**src/sv/quaternion_to_euler_angles_macros.svh**
```systemverilog
// Assertion macros shared by the quaternion to Euler angle converter.
// Depends on nothing; the files that check their own logic include it.
`ifndef QUATERNION_TO_EULER_ANGLES_MACROS_SVH
`define QUATERNION_TO_EULER_ANGLES_MACROS_SVH
`ifndef SYNTHESIS
`define QTE_ASSERT_NOW(label, clk, rst, cond, prop) \
  label: assert property (@(posedge clk) disable iff (rst) (cond) |-> (prop)) \
    else $error("assertion failed");
`define QTE_ASSERT_NEXT(label, clk, rst, cond, prop) \
  label: assert property (@(posedge clk) disable iff (rst) (cond) |=> (prop)) \
    else $error("assertion failed");
`else
`define QTE_ASSERT_NOW(label, clk, rst, cond, prop)
`define QTE_ASSERT_NEXT(label, clk, rst, cond, prop)
`endif
`endif

```
**src/sv/qte_pkg.sv**
```systemverilog
// Types and constants of the quaternion to Euler angle converter.
// Depends on nothing; used by the interfaces, the atan2 pipeline and the top level.
package qte_pkg;

  localparam int Q_W     = 16;  // quaternion component width
  localparam int ANG_W   = 16;  // output binary angle width
  localparam int PROD_W  = 32;  // one Q2.14 product
  localparam int AW      = 36;  // product sums in Q4.28 with headroom
  localparam int PW      = 6;   // bit position within an AW word
  localparam int RW      = 29;  // square root result width
  localparam int VW      = 57;  // square root radicand width
  localparam int ANG_TABLE_LEN = 24;

  localparam logic signed [AW-1:0] ONE_Q28 = 36'sd268435456;
  localparam logic [VW-1:0] ONE_Q56 = 57'h100_0000_0000_0000;
  localparam logic signed [ANG_W-1:0] PITCH_POS = 16'sh4000;
  localparam logic signed [ANG_W-1:0] PITCH_NEG = -16'sh4000;
  localparam logic [31:0] QUARTER_POS = 32'h4000_0000;
  localparam logic [31:0] QUARTER_NEG = 32'hC000_0000;
  localparam logic [31:0] ROUND_HALF = 32'h0000_8000;

  // atan(2^-i) in units of 2^-32 turn.
  localparam logic [31:0] ATAN_TURNS [ANG_TABLE_LEN] = '{
    32'h20000000, 32'h12E4051E, 32'h09FB385B, 32'h051111D4,
    32'h028B0D43, 32'h0145D7E1, 32'h00A2F61E, 32'h00517C55,
    32'h0028BE53, 32'h00145F2F, 32'h000A2F98, 32'h000517CC,
    32'h00028BE6, 32'h000145F3, 32'h0000A2FA, 32'h0000517D,
    32'h000028BE, 32'h0000145F, 32'h00000A30, 32'h00000518,
    32'h0000028C, 32'h00000146, 32'h000000A3, 32'h00000051
  };

  typedef struct packed {
    logic signed [AW-1:0] roll_s;
    logic signed [AW-1:0] roll_c;
    logic signed [AW-1:0] yaw_s;
    logic signed [AW-1:0] yaw_c;
    logic signed [AW-1:0] ps;
    logic                 clamp;
  } ops_t;

  typedef struct packed {
    logic clamp;
    logic neg;
  } pflag_t;

  typedef struct packed {
    logic signed [ANG_W-1:0] roll;
    logic signed [ANG_W-1:0] pitch;
    logic signed [ANG_W-1:0] yaw;
    logic                    clamped;
  } result_t;

  // Position of the highest set bit; zero for a zero word.
  function automatic logic [PW-1:0] msb_pos(input logic [AW-1:0] v);
    logic [PW-1:0] p;
    p = '0;
    for (int i = 0; i < AW; i++) begin
      if (v[i]) p = PW'(i);
    end
    return p;
  endfunction

endpackage

```
**src/sv/qte_atan2.sv**
```systemverilog
// Pipelined atan2 on Q4.28 operands: normalize, pre-rotate, vectoring CORDIC.
// Depends on qte_pkg. Four register stages come before the CORDIC iterations.
module qte_atan2 import qte_pkg::*; #(
  parameter int CORDIC_STAGES = 16,
  parameter int DATA_BITS     = 16
) (
  input  logic                    clk,
  input  logic                    en,
  input  logic signed [AW-1:0]    y_in,
  input  logic signed [AW-1:0]    x_in,
  output logic        [ANG_W-1:0] angle
);

  localparam int N   = (CORDIC_STAGES > ANG_TABLE_LEN) ? ANG_TABLE_LEN : CORDIC_STAGES;
  localparam int CW  = DATA_BITS + 2;
  localparam int TGT = DATA_BITS - 3;

  logic        [AW-1:0] ax, ay;
  logic signed [AW-1:0] xa, ya, xb, yb;
  logic        [AW-1:0] ma;
  logic        [PW-1:0] pb;
  logic                 zb, zc;
  logic signed [AW-1:0] xsh, ysh;
  logic signed [CW-1:0] xc, yc;

  logic signed [CW-1:0] cx [N+1];
  logic signed [CW-1:0] cy [N+1];
  logic        [31:0]   ca [N+1];
  logic                 cz [N+1];
  logic        [31:0]   zr;

  assign ax = x_in[AW-1] ? AW'(-x_in) : AW'(x_in);
  assign ay = y_in[AW-1] ? AW'(-y_in) : AW'(y_in);

  always_ff @(posedge clk) begin
    if (en) begin
      xa <= x_in;
      ya <= y_in;
      ma <= (ax > ay) ? ax : ay;
      xb <= xa;
      yb <= ya;
      pb <= msb_pos(ma);
      zb <= (ma == '0);
    end
  end

  // Scale both operands by one shift so the larger magnitude has its top bit at TGT.
  always_comb begin
    if (pb > PW'(TGT)) begin
      xsh = xb >>> (pb - PW'(TGT));
      ysh = yb >>> (pb - PW'(TGT));
    end else begin
      xsh = xb <<< (PW'(TGT) - pb);
      ysh = yb <<< (PW'(TGT) - pb);
    end
  end

  always_ff @(posedge clk) begin
    if (en) begin
      xc <= xsh[CW-1:0];
      yc <= ysh[CW-1:0];
      zc <= zb;
      cz[0] <= zc;
      if (xc[CW-1]) begin
        if (!yc[CW-1]) begin
          cx[0] <= yc;
          cy[0] <= -xc;
          ca[0] <= QUARTER_POS;
        end else begin
          cx[0] <= -yc;
          cy[0] <= xc;
          ca[0] <= QUARTER_NEG;
        end
      end else begin
        cx[0] <= xc;
        cy[0] <= yc;
        ca[0] <= '0;
      end
    end
  end

  for (genvar i = 0; i < N; i++) begin : g_iter
    always_ff @(posedge clk) begin
      if (en) begin
        cz[i+1] <= cz[i];
        if (!cy[i][CW-1]) begin
          cx[i+1] <= cx[i] + (cy[i] >>> i);
          cy[i+1] <= cy[i] - (cx[i] >>> i);
          ca[i+1] <= ca[i] + ATAN_TURNS[i];
        end else begin
          cx[i+1] <= cx[i] - (cy[i] >>> i);
          cy[i+1] <= cy[i] + (cx[i] >>> i);
          ca[i+1] <= ca[i] - ATAN_TURNS[i];
        end
      end
    end
  end

  assign zr    = ca[N] + ROUND_HALF;
  assign angle = cz[N] ? '0 : zr[31:16];

endmodule

```
**config.mk**
```make
export PLATFORM = sky130hd
export DESIGN_NAME = qte_atan2
export DESIGN_NICKNAME = d
export VERILOG_FILES = /design/src/sv/quaternion_to_euler_angles_macros.svh /design/src/sv/qte_pkg.sv /design/src/sv/qte_atan2.sv
export SDC_FILE = /design/constraint.sdc
export NUM_CORES = 2
export LEC_CHECK = 0
export BUFFER_PORTS_ARGS = -buffer_cell sky130_fd_sc_hd__clkbuf_2
export CORE_MARGIN = 10
export CORE_UTILIZATION = 40
export CTS_BUF_LIST = sky130_fd_sc_hd__clkbuf_4 sky130_fd_sc_hd__clkbuf_8
export DETAILED_ROUTE_END_ITERATION = 8
export GPL_TIMING_DRIVEN = 0
export SYNTH_ARGS = -nofsm -noshare
export SYNTH_HDL_FRONTEND = slang
export SYNTH_SLANG_ARGS = --single-unit
```
**constraint.sdc**
```tcl
create_clock -name clk -period 7.5 [get_ports clk]
set_clock_uncertainty 0.15 [all_clocks]
set_input_delay 0 -clock clk [delete_from_list [all_inputs] [get_ports clk]]
set_output_delay 0 -clock clk [all_outputs]
set_load 0.02 [all_outputs]
```
== Word level (Yosys, flattened, before mapping) ==
Memories as Yosys holds them, arrays and structs flattened.
Cells that the tools add are included.
Cells by class
  add/subtract/negate cells: 102
  $lt $le $gt $ge: 2
  shifts and indexed selects: 4
  muxes and demuxes: 203
  bitwise gates (word level): 54
  reductions and logical operators: 3
Operators with widths (number)
  $mux W18: 38
  $mux W32: 18
  $mux W1: 111
  $mux W36: 3
  $neg A36 Y36: 2
  $sshl A36 B6 Y18: 2
  $sshr A36 B6 Y18: 2
  $mux W5: 14
  $add A32 B16 Y32 const B: 2
  $or A1 B1 Y1: 54
  $add A18 B10 Y18: 2
  $add A18 B11 Y18: 2
  $add A18 B12 Y18: 2
  $add A18 B13 Y18: 2
  $add A18 B14 Y18: 2
  $add A18 B15 Y18: 2
  $add A18 B16 Y18: 2
  $add A18 B17 Y18: 2
  $add A18 B3 Y18: 2
  $add A18 B4 Y18: 2
  $add A18 B5 Y18: 2
  $add A18 B6 Y18: 2
  $add A18 B7 Y18: 2
  $add A18 B8 Y18: 2
  other kinds (62): 94
Word-level totals
  register bits: 224
  RAM bits: 1173
  input port bits: 74
  output and inout bits: 16
  logic and storage cells: 384
  memories kept: 4
Memories
  ca: depth 17, bits a word 32, rd ports 17, clocked after Yosys merged registers in 0, write ports 17, line qte_atan2.sv:28  | logic [31:0] ca [N+1];
  cx: depth 17, bits a word 18, rd ports 16, clocked after Yosys merged registers in 0, write ports 17, line qte_atan2.sv:26  | logic signed [CW-1:0] cx [N+1];
  cy: depth 17, bits a word 18, rd ports 16, clocked after Yosys merged registers in 0, write ports 17, line qte_atan2.sv:27  | logic signed [CW-1:0] cy [N+1];
  cz: depth 17, bits a word 1, rd ports 17, clocked after Yosys merged registers in 0, write ports 17, line qte_atan2.sv:29  | logic cz [N+1];

== Longest topological paths before layout ==
  word-level depth: 34
  depth in mapped cells: 21
  depth with buffers taken out: 19

== Worst setup path after synthesis ==
OpenSTA, ideal clock, no wires.
  path type: flip-flop to flip-flop
  start: memory cy[8][17] in the netlist's numbering
  end: memory ca[9][29] (data pin)
  library setup time: 258 ps
  arrival: 4249 ps
  required time: 7092 ps
  path slack: 2843 ps
  stages on the path, launching flop included: 17
  path buffers: 2
  period minus slack after synthesis: 4657 ps
  path through: edfxtp_1 -> nand2_1 -> inv_1 -> clkbuf_1 -> buf_1 -> ha_1 -> nor2b_1 -> o31a_1 -> o31ai_1 -> o21ai_1 -> a21oi_1 -> a311oi_1 -> a311o_1 -> a41oi_1 -> nand2b_1 -> a21oi_1 -> xnor2_1
RTL lines (line)
  start: declaration: qte_atan2.sv:27
  end: declaration: qte_atan2.sv:28

==> key figures <==
Clocking
  – Clk Tree Root Cell: clkbuf_8
  – Skew-Pair Late Insertion Delay: roughly 950 ps
  – Longest Clk Path Bufs: 3
  – CTS tree: yes
  – H-tree Lvls: 4
  – Clock buffer count from CTS: slightly above 200
  – # clock sinks: 1194
  – Reg clk slew, reported paths: around 60 ps

Floorplan
  – Initial core utilization: around 40%
  – Num rows: around 170
  – Chip height: just under 500 um
  – Chip width: between 400 and 500 um
  – Core Region: around 220000 um^2
  – Die Area: 244000 um^2
  – Ports: 90

Synthesis
  – Main synth FF type: edfxtp_1
  – Mapped cell area: 90000 um^2
  – Synth unique cells: 96
  – Ys async rst share: 0%
  – Post-Syn Instances: between 8k and 9k
  – Complex-gate fraction of the synthesized area: between 15 and 20%
  – Syn Area/Cell: slightly above 10 um^2
  – #FFs+latches synth: 1194
  – Syn nets: about 10k
  – Synth Area in Simple Gates: approximately 12%
  – Largest family of logic cells by synthesized area: compound AO/OA/AOI/OAI gates
  – EDFF count, synth: 1194
  – Post-Synth XOR/XNOR Area: 10.5%
  – Synth Area in Adders: 14.7%
  – Synthesis Warnings: 0
  – Mux contribution to synthesized area: 2.76%
  – Sequential area share after synthesis: between 30% and 40%

Hold path
  – Hold Crit Endpoint: ma[35]
  – Class of the worst hold path: input pin to flip-flop
  – Min-Delay Path Depth: 5
  – Hold Crit Start: x_in[33]

Drt
  – Top Metal Used: met5
  – Routed wl met2: around 110000 um
  – DRC: 0
  – Initial DRC Count: around 4.7k
  – Via density: roughly 5.5
  – Met1 Routed Length: 99700 um
  – Initial DRT Pass Iterations: 6
  – Met3 wire length: ~12000 um
  – Vias after detailed routing: about 69k
  – Final WL: roughly 230000 um
  – Routed Antenna Nets: 0
  – Drt wl/cell: between 15 and 20 um

Setup path
  – FF-to-FF End: cy[9][17]
  – Flop-to-flop setup slack: between 1000 and 1500 ps
  – Crit Path Max Fanout: 111
  – CP Launch Point: en
  – Critical R2R Launch: cy[8][17]
  – CP startpoint kind: input pin
  – CP required: 8010 ps
  – CP endpoint kind: flip-flop
  – Crit Path Category: input pin to flip-flop
  – Crit path arrival time: between 7000 and 8000 ps
  – R2R depth: 17

Timing
  – Final Hold Viols: 0
  – Tmin final: 7150 ps
  – Crit share post-route: between 90% and 100%
  – Final setup viols: 0
  – PnR worst setup slack: ~350 ps
  – Slew Viols, Final: 0
  – RSZ-0062 raised after global routing: false
  – Worst-Margin Slew: roughly 1300 ps
  – Fmax: roughly 140 MHz
  – Rel. slew slack: a little under an eighth

Global routing
  – Initial antenna violation count: 5
  – Grt ovf: 0
  – Largest net degree at the start of global routing: about 110
  – GRT Overall Usage: 18.5%
  – First-pass GRT wire length: about 370000 um
  – Vias in the first global route: about 69k

Placement
  – Detailed placement HPWL: between 150000 and 200000 um
  – Pre-CTS setup slack: -1820 ps
  – Cells after DPL: 12.0k
  – Placer Congestion: 0.922
  – Buffers on Ports: 89
  – Placed Area: approximately 94000 um^2

Layout
  – Post-Route Utilization: 44.8%
  – Fin nets: approximately 10k
  – Most common cell after layout, fill and taps aside: edfxtp_1
  – Fraction of layout cells with a size suffix above 1: 6.37%
  – Area growth syn-to-layout: 11.7%
  – Register Area: approximately 36000 um^2
  – Fill count: roughly 21k
  – Area of the multi-input gates: about 52000 um^2
  – Post-route insts no fill: between 10k and 15k
  – Fin area: between 100000 and 150000 um^2
  – Most frequent cells in the layout: edfxtp_1 (1194), ha_1 (995), a21oi_1 (738), xnor2_1 (737), nor2_1 (712)

Run status
  – Status: finished clean

Run
  – Max cap viols: 0
-- cells in the mapped netlist (137+ instances only) --
| master | instances | area [um^2] |
|---|---|---|
| nand2_1 | 542 | 2030 |
| mux2i_1 | 140 | 1400 |
| inv_1 | 457 | 1720 |
| a21oi_1 | 738 | 3690 |
| clkbuf_1 | 169 | 634 |
| xor2_1 | 345 | 3020 |
| nor2_1 | 712 | 2670 |
| nor3_1 | 230 | 1150 |
| o21ai_0 | 508 | 2540 |
| xnor2_1 | 737 | 6450 |
| nor2b_1 | 149 | 932 |
| o21bai_1 | 137 | 1030 |
| a21o_1 | 253 | 1900 |
| ha_1 | 995 | 12400 |
| edfxtp_1 | 1194 | 35900 |
-- kinds of logic (layout without fill, tap and decap cells) --
logic type | count (synthesis) | after routing
compound gates | 2435 | 2435
simple gates | 2276 | 2276
flops | 1194 | 1194
xor+xnor | 1082 | 1082
fa+ha+maj | 1035 | 1035
buf+inv | 672 | 1314
mux | 207 | 207
other cells | 0 | 3
-- layout make-up --
type                       count  share of cell area, %
tap                         2992                   3.72
inverter                     462                   1.72
timing repair buffer         259                   2.34
antenna                        3                0.00747
sequential                  1194                   35.7
buffer                       209                  0.847
multi-input combinational   7035                   51.3
clock inverter               118                   1.09
clock buffer                 266                   3.29
-- state kept, by name, indices dropped and copies added (netlist names), 36 cells and up --
register and flops:
ca 427, cy 271, cx 255, ma 36, xa 36, xb 36, ya 36, yb 36
-- worst max path at each step --
stage	end	depth (start not counted)
after detailed placement	cy[10][17]	21
after floorplan	ca[9][29]	16
after CTS	cy[10][17]	25
after global placement	ca[16][31]	17
after global routing	cy[11][16]	25
final	cy[10][17]	25
-- stage by stage --
stage / hold slack (ps) / setup TNS [ps]
4_1_cts: 3.11 / 0
2_1_floorplan: -51.1 / 0
5_1_grt: 41.1 / 0
3_3_place_gp: 103 / -5921750
3_5_place_dp: 101 / -90410
6_report: 121 / 0
-- worst max-delay path: stages --
cell           delay (ps)
dlygate4sd3_1         530
clkbuf_8              180
buf_16                120
buf_16                100
buf_16                 90
buf_16                100
buf_16                120
buf_16                430
clkbuf_4              580
clkbuf_4              530
nand2_1               500
clkbuf_2              540
o21ai_0               480
ha_1                  310
a21o_1                150
a21oi_1               220
o21bai_1              120
a2111oi_0             860
o31ai_1               300
nand2b_1              210
a31oi_1               280
nor2b_1                90
o21a_1                200
o41ai_1               330
xnor2_1               120
-- repair_timing --
item                                    in CTS  in global routing
endpoints found under the hold margin      250                  0
endpoints found under the setup margin      17                  3
gates resized for setup                      2                  4
buffers inserted                             0                  0
hold buffers                               164                  0
-- per-layer routing --
layer | track usage, % | vias up
li1 | - | 34000
met1 | 23.0 | 32800
met2 | 32.0 | 1840
met3 | 2.85 | 505
met4 | 7.31 | 2
met5 | 0 | -
Power is left out: the tool's default activity adds up to more than one toggle a clock period on the data nets, which glitch-free logic cannot reach.
